--- src/ece_pkg.sv ---
// Package for the easing curve evaluator.
// Holds the curve selector codes and the fixed-point format of the exponential table.
// No dependencies.
`default_nettype none

package ece_pkg;

    // Fractional bits of the table of fractional powers of two, and its word width.
    localparam int ROM_FRAC = 30;
    localparam int ROM_W    = ROM_FRAC + 1;

    typedef enum logic [3:0] {
        CRV_LINEAR     = 4'd0,
        CRV_IN_QUAD    = 4'd1,
        CRV_OUT_QUAD   = 4'd2,
        CRV_INOUT_QUAD = 4'd3,
        CRV_IN_EXPO    = 4'd4,
        CRV_OUT_EXPO   = 4'd5,
        CRV_IN_BACK    = 4'd6,
        CRV_OUT_BACK   = 4'd7,
        CRV_BOUNCE     = 4'd8
    } t_curve;

endpackage

`default_nettype wire

--- src/easing_curve_eval_core.sv ---
// Easing curve evaluator: seven-stage pipeline from curve code and progress to eased value.
// Depends on ece_pkg for curve codes and the exponential table format.
`default_nettype none

// Usage:
// An input transaction carries i_curve (curve code) and i_progress (t in unsigned
// Q1.FRAC_BITS). It is taken at a clock edge where i_valid and o_ready are both high.
// Each input produces exactly one output transaction with o_eased in signed
// Q2.FRAC_BITS, taken where o_valid and i_ready are both high. Results leave in order.
// Each result passes through the register stages in order before it is on o_eased.
// The pipeline holds seven results in its seven register stages (input capture,
// square, round, cube and scale, round, scale, output). Throughput: one transaction
// per cycle while the receiver does not stall; no stage holds more than two multipliers.
// Stalls: each stage advances when it is empty or the stage after it advances, so
// while the receiver holds i_ready low the pipeline keeps filling its empty stages
// and o_ready falls only once all seven stages are occupied.
// The exponential table is a constant computed at elaboration; nothing needs to be
// loaded. Reset empties the pipeline and drops o_valid on the next edge.
module easing_curve_eval_core #(
    parameter int FRAC_BITS       = 16,
    parameter int EXP_TABLE_DEPTH = 64
) (
    input  wire                         i_clk,
    input  wire                         i_rst_n,
    input  wire                         i_valid,
    output logic                        o_ready,
    input  wire  [3:0]                  i_curve,
    input  wire  [FRAC_BITS:0]          i_progress,
    output logic                        o_valid,
    input  wire                         i_ready,
    output logic signed [FRAC_BITS+1:0] o_eased
);
    import ece_pkg::*;

    localparam int FB = FRAC_BITS;
    localparam int OW = FB + 2;
    localparam int DW = $clog2(EXP_TABLE_DEPTH + 1);
    localparam int NSTG = 7;

    localparam logic [FB:0] ONE_P = (FB + 1)'(1) << FB;
    localparam longint unsigned C1_L =
        (64'd170158 * (64'd1 << FB) + 64'd50000) / 64'd100000;
    localparam logic [FB:0]   C1_Q = (FB + 1)'(C1_L);
    localparam logic [FB+1:0] C3_Q = (FB + 2)'(C1_L + (64'd1 << FB));

    localparam logic [DW-1:0] DEPTH_C = DW'(EXP_TABLE_DEPTH);
    localparam logic [4:0]    EXP_SH0 = 5'(ROM_FRAC - FB);

    localparam logic [FB+3:0] BNC_T1 = (FB + 4)'(4) << FB;
    localparam logic [FB+3:0] BNC_T2 = (FB + 4)'(8) << FB;
    localparam logic [FB+3:0] BNC_T3 = (FB + 4)'(10) << FB;
    localparam logic [FB+4:0] BNC_C1 = (FB + 5)'(6) << FB;
    localparam logic [FB+4:0] BNC_C2 = (FB + 5)'(9) << FB;
    localparam logic [FB+4:0] BNC_C3 = (FB + 5)'(21) << FB;
    localparam logic [FB:0]   BNC_B1 = (FB + 1)'(3) << (FB - 2);
    localparam logic [FB:0]   BNC_B2 = (FB + 1)'(15) << (FB - 4);
    localparam logic [FB:0]   BNC_B3 = (FB + 1)'(63) << (FB - 6);

    localparam logic signed [FB+3:0] SAT_HI = (FB + 4)'((64'd1 << (FB + 1)) - 64'd1);
    localparam logic signed [FB+3:0] SAT_LO = -SAT_HI - (FB + 4)'(1);

    typedef enum logic [1:0] {SEG_FIRST, SEG_SECOND, SEG_THIRD, SEG_LAST} t_seg;
    typedef logic [ROM_W-1:0] t_rom [0:EXP_TABLE_DEPTH];

    // Table of 2^(-k/DEPTH) in Q30, built from the largest step whose DEPTH-fold
    // product stays at or below one half, each product rounded half up.
    function automatic logic [63:0] rom_mul(input logic [63:0] a, input logic [63:0] b);
        return (a * b + (64'd1 << (ROM_FRAC - 1))) >> ROM_FRAC;
    endfunction

    function automatic logic [63:0] rom_pow(input logic [63:0] r);
        logic [63:0] acc;
        acc = 64'd1 << ROM_FRAC;
        for (int k = 0; k < EXP_TABLE_DEPTH; k++) begin
            acc = rom_mul(acc, r);
        end
        return acc;
    endfunction

    function automatic t_rom build_rom();
        logic [63:0] lo;
        logic [63:0] hi;
        logic [63:0] mid;
        t_rom        tab;
        lo = 64'd1 << (ROM_FRAC - 1);
        hi = 64'd1 << ROM_FRAC;
        while (hi - lo > 64'd1) begin
            mid = lo + ((hi - lo) >> 1);
            if (rom_pow(mid) <= (64'd1 << (ROM_FRAC - 1))) begin
                lo = mid;
            end else begin
                hi = mid;
            end
        end
        tab[0] = ROM_W'(64'd1 << ROM_FRAC);
        for (int k = 1; k <= EXP_TABLE_DEPTH; k++) begin
            tab[k] = ROM_W'(rom_mul(64'(tab[k-1]), lo));
        end
        return tab;
    endfunction

    localparam t_rom EXP_ROM = build_rom();

    // Pipeline control.
    logic [NSTG:1] r_vld;
    logic [NSTG:1] rdy;

    always_comb begin
        rdy[NSTG] = !r_vld[NSTG] || i_ready;
        for (int k = NSTG - 1; k >= 1; k--) begin
            rdy[k] = !r_vld[k] || rdy[k+1];
        end
    end

    always_ff @(posedge i_clk) begin
        if (!i_rst_n) begin
            r_vld <= '0;
        end else begin
            if (rdy[1]) begin
                r_vld[1] <= i_valid;
            end
            for (int k = 2; k <= NSTG; k++) begin
                if (rdy[k]) begin
                    r_vld[k] <= r_vld[k-1];
                end
            end
        end
    end

    assign o_ready = rdy[1];
    assign o_valid = r_vld[NSTG];

    // Stage 1: operand selection, exponent split and bounce segment.
    t_curve          n1_curve;
    logic            n1_zero;
    logic            n1_full;
    logic            n1_hi;
    t_seg            n1_seg;
    logic [FB-1:0]   n1_x;
    logic [FB+1:0]   n1_m;
    logic [3:0]      n1_n;
    logic [DW-1:0]   n1_idx;
    logic [FB-1:0]   n1_rem;

    logic [FB-1:0]   s1_tf;
    logic [FB-1:0]   s1_u;
    logic            s1_use_u;
    logic [FB+3:0]   s1_e;
    logic [FB+DW-1:0] s1_s;
    logic [FB+3:0]   s1_t11;
    logic [FB+4:0]   s1_av;
    logic [FB+4:0]   s1_cv;
    logic [FB+4:0]   s1_w;

    always_comb begin
        n1_curve = t_curve'(i_curve);
        s1_tf    = i_progress[FB-1:0];
        s1_u     = FB'(0) - s1_tf;
        n1_zero  = (i_progress == '0);
        n1_full  = i_progress[FB];
        n1_hi    = s1_tf[FB-1];
        case (n1_curve)
            CRV_OUT_QUAD, CRV_IN_EXPO, CRV_OUT_BACK: s1_use_u = 1'b1;
            CRV_INOUT_QUAD:                          s1_use_u = n1_hi;
            default:                                 s1_use_u = 1'b0;
        endcase
        n1_x = s1_use_u ? s1_u : s1_tf;

        s1_e   = (FB + 4)'({n1_x, 3'b000}) + (FB + 4)'({n1_x, 1'b0});
        n1_n   = s1_e[FB+3:FB];
        s1_s   = (FB + DW)'(s1_e[FB-1:0]) * (FB + DW)'(DEPTH_C);
        n1_idx = s1_s[FB+DW-1:FB];
        n1_rem = s1_s[FB-1:0];

        s1_t11 = (FB + 4)'({s1_tf, 3'b000}) + (FB + 4)'({s1_tf, 1'b0}) + (FB + 4)'(s1_tf);
        if (s1_t11 < BNC_T1) begin
            n1_seg = SEG_FIRST;
        end else if (s1_t11 < BNC_T2) begin
            n1_seg = SEG_SECOND;
        end else if (s1_t11 < BNC_T3) begin
            n1_seg = SEG_THIRD;
        end else begin
            n1_seg = SEG_LAST;
        end
        case (n1_seg)
            SEG_SECOND: s1_cv = BNC_C1;
            SEG_THIRD:  s1_cv = BNC_C2;
            SEG_LAST:   s1_cv = BNC_C3;
            default:    s1_cv = '0;
        endcase
        s1_av = (n1_seg == SEG_LAST) ? {s1_t11, 1'b0} : {1'b0, s1_t11};
        s1_w  = (s1_av >= s1_cv) ? (s1_av - s1_cv) : (s1_cv - s1_av);
        n1_m  = (n1_curve == CRV_BOUNCE) ? s1_w[FB+1:0] : {2'b00, n1_x};
    end

    t_curve          r1_curve;
    logic            r1_zero;
    logic            r1_full;
    logic            r1_hi;
    t_seg            r1_seg;
    logic [FB-1:0]   r1_x;
    logic [FB+1:0]   r1_m;
    logic [3:0]      r1_n;
    logic [DW-1:0]   r1_idx;
    logic [FB-1:0]   r1_rem;

    // Stage 2: square of the selected operand and table read.
    logic [2*FB+3:0]   n2_sq;
    logic [ROM_W-1:0]  n2_a;
    logic [ROM_W-1:0]  s2_b;
    logic [ROM_W-1:0]  s2_diff;
    logic [ROM_FRAC-1:0] n2_d;

    always_comb begin
        n2_sq   = (2 * FB + 4)'(r1_m) * (2 * FB + 4)'(r1_m);
        n2_a    = EXP_ROM[r1_idx];
        s2_b    = EXP_ROM[r1_idx + DW'(1)];
        s2_diff = (n2_a >= s2_b) ? (n2_a - s2_b) : '0;
        n2_d    = s2_diff[ROM_FRAC-1:0];
    end

    t_curve              r2_curve;
    logic                r2_zero;
    logic                r2_full;
    logic                r2_hi;
    t_seg                r2_seg;
    logic [FB-1:0]       r2_x;
    logic [2*FB+3:0]     r2_sq;
    logic [ROM_W-1:0]    r2_a;
    logic [ROM_FRAC-1:0] r2_d;
    logic [3:0]          r2_n;
    logic [FB-1:0]       r2_rem;

    // Stage 3: rounding of the square; quadratic and bounce results are final here.
    logic [FB:0]           n3_t2r;
    logic [FB:0]           n3_res;
    logic [ROM_FRAC+FB-1:0] n3_pd;
    logic [2*FB+4:0]       s3_r0;
    logic [2*FB+4:0]       s3_r1;
    logic [2*FB+4:0]       s3_r4;
    logic [2*FB+4:0]       s3_r6;
    logic [FB:0]           s3_io;
    logic [FB:0]           s3_bnc;

    always_comb begin
        s3_r0  = {1'b0, r2_sq} + ((2 * FB + 5)'(1) << (FB - 1));
        s3_r1  = {1'b0, r2_sq} + ((2 * FB + 5)'(1) << (FB - 2));
        s3_r4  = {1'b0, r2_sq} + ((2 * FB + 5)'(1) << (FB + 3));
        s3_r6  = {1'b0, r2_sq} + ((2 * FB + 5)'(1) << (FB + 5));
        n3_t2r = s3_r0[2*FB:FB];
        s3_io  = s3_r1[2*FB-1:FB-1];
        case (r2_seg)
            SEG_SECOND: s3_bnc = s3_r4[2*FB+4:FB+4] + BNC_B1;
            SEG_THIRD:  s3_bnc = s3_r4[2*FB+4:FB+4] + BNC_B2;
            SEG_LAST:   s3_bnc = (FB + 1)'(s3_r6[2*FB+4:FB+6]) + BNC_B3;
            default:    s3_bnc = s3_r4[2*FB+4:FB+4];
        endcase
        case (r2_curve)
            CRV_IN_QUAD:    n3_res = n3_t2r;
            CRV_OUT_QUAD:   n3_res = ONE_P - n3_t2r;
            CRV_INOUT_QUAD: n3_res = r2_hi ? (ONE_P - s3_io) : s3_io;
            CRV_BOUNCE:     n3_res = s3_bnc;
            default:        n3_res = {1'b0, r2_x};
        endcase
        n3_pd = (ROM_FRAC + FB)'(r2_d) * (ROM_FRAC + FB)'(r2_rem);
    end

    t_curve                 r3_curve;
    logic                   r3_zero;
    logic                   r3_full;
    logic [FB-1:0]          r3_x;
    logic [FB:0]            r3_t2r;
    logic [FB:0]            r3_res;
    logic [ROM_W-1:0]       r3_a;
    logic [3:0]             r3_n;
    logic [ROM_FRAC+FB-1:0] r3_pd;

    // Stage 4: cube and overshoot products, table interpolation.
    logic [2*FB:0]      n4_pc;
    logic [2*FB+1:0]    n4_p1;
    logic [ROM_W-1:0]   n4_v;
    logic [ROM_FRAC+FB:0] s4_pdr;

    always_comb begin
        n4_pc  = (2 * FB + 1)'(r3_t2r) * (2 * FB + 1)'(r3_x);
        n4_p1  = (2 * FB + 2)'(C1_Q) * (2 * FB + 2)'(r3_t2r);
        s4_pdr = {1'b0, r3_pd} + ((ROM_FRAC + FB + 1)'(1) << (FB - 1));
        n4_v   = r3_a - s4_pdr[ROM_FRAC+FB:FB];
    end

    t_curve           r4_curve;
    logic             r4_zero;
    logic             r4_full;
    logic [FB:0]      r4_res;
    logic [2*FB:0]    r4_pc;
    logic [2*FB+1:0]  r4_p1;
    logic [ROM_W-1:0] r4_v;
    logic [3:0]       r4_n;

    // Stage 5: rounding of the products; exponential results are final here.
    logic [FB:0]     n5_t3r;
    logic [FB+1:0]   n5_c1r;
    logic [FB:0]     n5_res;
    logic [2*FB+1:0] s5_rc;
    logic [2*FB+2:0] s5_r1;
    logic [4:0]      s5_sh;
    logic [31:0]     s5_er;

    always_comb begin
        s5_rc  = {1'b0, r4_pc} + ((2 * FB + 2)'(1) << (FB - 1));
        s5_r1  = {1'b0, r4_p1} + ((2 * FB + 3)'(1) << (FB - 1));
        n5_t3r = s5_rc[2*FB:FB];
        n5_c1r = s5_r1[2*FB+1:FB];
        s5_sh  = 5'(r4_n) + EXP_SH0;
        s5_er  = ({1'b0, r4_v} + (32'd1 << (s5_sh - 5'd1))) >> s5_sh;
        case (r4_curve)
            CRV_IN_EXPO:  n5_res = s5_er[FB:0];
            CRV_OUT_EXPO: n5_res = ONE_P - s5_er[FB:0];
            default:      n5_res = r4_res;
        endcase
    end

    t_curve          r5_curve;
    logic            r5_zero;
    logic            r5_full;
    logic [FB:0]     r5_res;
    logic [FB:0]     r5_t3r;
    logic [FB+1:0]   r5_c1r;

    // Stage 6: scaled cube for the back curves.
    logic [2*FB+2:0] n6_p3;

    always_comb begin
        n6_p3 = (2 * FB + 3)'(C3_Q) * (2 * FB + 3)'(r5_t3r);
    end

    t_curve          r6_curve;
    logic            r6_zero;
    logic            r6_full;
    logic [FB:0]     r6_res;
    logic [FB+1:0]   r6_c1r;
    logic [2*FB+2:0] r6_p3;

    // Stage 7: back curve combination, end points, saturation.
    logic signed [OW-1:0]  n7_eased;
    logic [2*FB+3:0]       s7_r3;
    logic signed [FB+3:0]  s7_c3;
    logic signed [FB+3:0]  s7_c1;
    logic signed [FB+3:0]  s7_val;

    always_comb begin
        s7_r3 = {1'b0, r6_p3} + ((2 * FB + 4)'(1) << (FB - 1));
        s7_c3 = signed'((FB + 4)'(s7_r3[2*FB+2:FB]));
        s7_c1 = signed'((FB + 4)'(r6_c1r));
        case (r6_curve)
            CRV_IN_BACK:  s7_val = s7_c3 - s7_c1;
            CRV_OUT_BACK: s7_val = signed'((FB + 4)'(ONE_P)) + s7_c1 - s7_c3;
            default:      s7_val = signed'((FB + 4)'(r6_res));
        endcase
        if (r6_zero) begin
            s7_val = '0;
        end else if (r6_full) begin
            s7_val = signed'((FB + 4)'(ONE_P));
        end
        if (s7_val > SAT_HI) begin
            n7_eased = SAT_HI[OW-1:0];
        end else if (s7_val < SAT_LO) begin
            n7_eased = SAT_LO[OW-1:0];
        end else begin
            n7_eased = s7_val[OW-1:0];
        end
    end

    logic signed [OW-1:0] r7_eased;

    always_ff @(posedge i_clk) begin
        if (rdy[1]) begin
            r1_curve <= n1_curve;
            r1_zero  <= n1_zero;
            r1_full  <= n1_full;
            r1_hi    <= n1_hi;
            r1_seg   <= n1_seg;
            r1_x     <= n1_x;
            r1_m     <= n1_m;
            r1_n     <= n1_n;
            r1_idx   <= n1_idx;
            r1_rem   <= n1_rem;
        end
        if (rdy[2]) begin
            r2_curve <= r1_curve;
            r2_zero  <= r1_zero;
            r2_full  <= r1_full;
            r2_hi    <= r1_hi;
            r2_seg   <= r1_seg;
            r2_x     <= r1_x;
            r2_sq    <= n2_sq;
            r2_a     <= n2_a;
            r2_d     <= n2_d;
            r2_n     <= r1_n;
            r2_rem   <= r1_rem;
        end
        if (rdy[3]) begin
            r3_curve <= r2_curve;
            r3_zero  <= r2_zero;
            r3_full  <= r2_full;
            r3_x     <= r2_x;
            r3_t2r   <= n3_t2r;
            r3_res   <= n3_res;
            r3_a     <= r2_a;
            r3_n     <= r2_n;
            r3_pd    <= n3_pd;
        end
        if (rdy[4]) begin
            r4_curve <= r3_curve;
            r4_zero  <= r3_zero;
            r4_full  <= r3_full;
            r4_res   <= r3_res;
            r4_pc    <= n4_pc;
            r4_p1    <= n4_p1;
            r4_v     <= n4_v;
            r4_n     <= r3_n;
        end
        if (rdy[5]) begin
            r5_curve <= r4_curve;
            r5_zero  <= r4_zero;
            r5_full  <= r4_full;
            r5_res   <= n5_res;
            r5_t3r   <= n5_t3r;
            r5_c1r   <= n5_c1r;
        end
        if (rdy[6]) begin
            r6_curve <= r5_curve;
            r6_zero  <= r5_zero;
            r6_full  <= r5_full;
            r6_res   <= r5_res;
            r6_c1r   <= r5_c1r;
            r6_p3    <= n6_p3;
        end
        if (rdy[7]) begin
            r7_eased <= n7_eased;
        end
    end

    assign o_eased = r7_eased;

endmodule

`default_nettype wire

--- config.mk ---
export PLATFORM = sky130hd
export DESIGN_NAME = easing_curve_eval_core
export DESIGN_NICKNAME = d
export VERILOG_FILES = /design/src/ece_pkg.sv /design/src/easing_curve_eval_core.sv
export SDC_FILE = /design/constraint.sdc
export NUM_CORES = 2
export LEC_CHECK = 0
export BUFFER_PORTS_ARGS = -buffer_cell sky130_fd_sc_hd__buf_2
export CORE_MARGIN = 2
export CORE_UTILIZATION = 65
export CTS_CLUSTER_DIAMETER = 60
export DETAILED_ROUTE_END_ITERATION = 10
export PLACE_DENSITY = 0.81
export RECOVER_POWER = 50
export SLEW_MARGIN = 0
export SYNTH_ARGS = -nofsm -noshare
export SYNTH_HDL_FRONTEND = slang
export SYNTH_SLANG_ARGS = --single-unit
--- constraint.sdc ---
create_clock -name i_clk -period 10.3 [get_ports i_clk]
set_input_delay 1.545 -clock i_clk [delete_from_list [all_inputs] [get_ports i_clk]]
set_output_delay 1.545 -clock i_clk [all_outputs]
set_load 0.02 [all_outputs]
==> results.tsv <==
metric	value	unit
DRC Markers	0	
Tot GR Track Use	34.59	%
WP data required	10.70	ns
Tightest Pin Transition	4.247	ns
Setup CP Type	reg2reg	
Setup Viol. Count Final	0	
met1 usage	45.23	%
H-tree Lvls	2	
share of layout cells above drive strength 1	3.501	%
Hold Vio Cnt, Final	0	
clk buf depth	3	
grt met2 use	55.61	%
syn_area_per_cell	9.289	um^2
Post-synth EDFFs	532	
Max-Cap Viols	7	
GR Util met3	5.880	%
Num CTS Buffers	57	
initial antenna violation count	11	
sequential area share after synthesis	21.99	%
pre-CTS setup slack	1.937	ns
worst-path fanout max	67	
final setup TNS	0	ns
total congestion overflow	0	
Iter 0 DRT Violations	5799	
Pre-antenna DRT Iters	7	
post-CTS resize count	0	
cell count after synthesis	7889	
nets@finish	9445	
Final WS setup	1.719	ns
CP startpoint kind	flop	
die height	339.8	um
CTS root buf	clkbuf_16	
Total Wirelength	197100	um
placed cell count	9190	
core region area	112200	um^2
Die W	339.8	um
CP endpoint kind	flop	
row cnt	123	
Port Buffers	44	
fmax	116.5	MHz
max_slew headroom	-183.1	%
flop-to-flop setup slack	1.72	ns
CP Data Arrival Time	8.98	ns
Seq cells post-synth	539	
Final ANT Viol Nets	0	
gr busiest metal	met2	
yosys warns	0	
number of global-route vias before repair	58420	
Reg clk slew, reported paths	0.07	ns
clk_skew	0.02290	ns
Die Area	115400	um^2
Initial Util	65.32	%
Skew-Pair Late Insertion Delay	0.63	ns
RSZ-0062 raised after global routing	no	
wire per inst	21.17	um
Hold/Removal Path Class	reg2reg	
filler cell count	8640	
routed vias	56890	
Yosys cell types	103	
CTS Hold Bufs	0	
Async SR Flop Fraction	0	%
Setup Buffers After CTS	0	
final worst-path cycle share	83.31	%
CTS Sinks	539	
failing checks	max-capacitance violations, max-slew violations	
final slew viol count	327	
ys flop type	edfxtp_1	
mapped cell area	73280	um^2
Post-DP HPWL	155400	um
minimum clock period	8.581	ns
outcome	complete, but fails checks	
Finished Layout Cells	9308	
# IOs	45	
largest net degree at the start of global routing	123	
Synth-to-Final Area Change	4.516	%
CTS tree	done	
via density per instance	6.111	
first-pass GRT wire length	315700	um
gp weighted congestion	1.013	
[metrics by stage]
| step | hold slack [ns] | instance area [um^2] | utilization [%] |
|---|---|---|---|
| finish | 0.4158 | 76590 | 68.27 |
| floorplan | 0.4003 | 73330 | - |
| global route | 0.4215 | 76580 | 68.26 |
| detailed placement | 0.4045 | 74790 | 66.66 |
| CTS | 0.4167 | 76650 | 68.32 |
| global placement | 0.4007 | 74790 | 66.66 |
[kinds of logic (layout without fill, tap and decap cells)]
kind of cell | Yosys count | count (layout) | share of synthesized area (%)
adders and majority gates | 1671 | 1671 | 37.43
AOI/OAI and AO/OA | 1346 | 1346 | 11.86
and+or+nand+nor | 2241 | 2241 | 14.51
xor gates and xnor gates | 426 | 426 | 5.092
other | 1 | 24 | 0.005117
DFF | 539 | 539 | 21.99
muxes | 37 | 37 | 0.6795
buffers and inverters | 1628 | 1524 | 8.433
[worst max-delay path: stages, from the launching register on]
cell and delay (ns):
edfxtp_1 0.36, buf_4 0.53, inv_1 0.57, nor2_1 0.57, nand2_1 0.34, xnor2_2 0.20
buf_4 0.57, nand2_1 0.26, nor2_1 0.14, a21oi_1 0.05, o21ai_0 0.17, nor2_1 0.08
o21ai_0 0.43, ha_1 0.34, nor2b_1 0.13, o21ai_0 0.19, a21boi_0 0.18, o211ai_1 0.25
a21oi_1 0.14, o21ai_0 0.44, o31ai_1 0.20, or4_1 0.45, a41oi_1 0.26, o21ai_0 0.15
a21oi_1 0.14, o21a_1 0.84, and3b_1 0.27
[registers in the layout, indices dropped and copies added (netlist names), 17 cells and up]
register and cells:
r2_sq 22, r6_res 17, r4_p1 19, r4_pc 18
r5_c1r 18, r3_pd 31, r4_v 30, r2_a 31
r5_t3r 17, r4_res 17, r6_c1r 18, r6_p3 20
r3_res 17, r5_res 17, r2_d 30, o_eased 18
r3_a 31, r1_m 18, r3_t2r 17
[synth_stat cells (all sizes together) (16+ instances only)]
cell type	instances	area share, %
o21bai	34	0.35
ha	802	14
xnor2	289	3.5
or3	38	0.32
o22ai	22	0.19
nand2	806	4.2
xor2	137	1.6
fa	869	24
o311ai	18	0.22
o31ai	30	0.31
clkbuf	282	1.4
nand3	131	0.89
and2	346	3.0
nor3	152	1.1
nand2b	47	0.40
nor2b	42	0.36
or2	30	0.26
and3	70	0.60
a221oi	26	0.33
inv	1294	6.6
o21a	53	0.54
nor2	465	2.4
a21oi	384	2.6
edfxtp	532	22
buf	47	0.33
mux2i	16	0.22
a31oi	84	0.72
o21ai	279	1.9
a311oi	21	0.25
a21o	74	0.76
o211ai	73	0.75
nor4	22	0.20
nand4	37	0.32
o221ai	18	0.22
a211oi	71	0.73
[placed cells by master (no fill, tap or decap), drive strengths merged, types with 38 or more instances in the layout]
master  instances
a211oi         71
a21o           74
a21oi         384
a31oi          84
and2          346
and3           70
buf            83
clkbuf         97
edfxtp        532
fa            869
ha            802
inv          1301
nand2         806
nand2b         47
nand3         131
nor2          465
nor2b          42
nor3          152
o211ai         73
o21a           53
o21ai         279
or3            38
xnor2         289
xor2          137
[worst paths after layout]
kind                        from                     end  cells past startpoint
max          r1_idx[0]$_DFFE_PP_  r2_d[18]$_SDFFCE_PN0P_                     26
min            r1_x[7]$_DFFE_PP_       r2_x[7]$_DFFE_PP_                      0
max reg2reg  r1_idx[0]$_DFFE_PP_  r2_d[18]$_SDFFCE_PN0P_                     26
min reg2reg    r1_x[7]$_DFFE_PP_       r2_x[7]$_DFFE_PP_                      0
[cell type report]
type	instances	area [um^2]	area share, %
sequential	539	16120	21.04
antenna	10	25.02	0.03267
clock inverter	46	370.4	0.4836
tap	1500	1877	2.450
timing repair buffer	118	721.9	0.9426
clock buffer	62	1488	1.942
inverter	1298	4876	6.366
multi-input combinational	5735	51120	66.74
[layer usage]
metal / up-vias / share of wire [%]
li1: 25980 / -
met1: 27740 / 39
met2: 2610 / 46
met3: 547 / 8.4
met4: 10 / 5.9
met5: - / 0.030
Power is not shown: default switching activity piles up to over one toggle a cycle in this logic, so the estimate is an artifact.
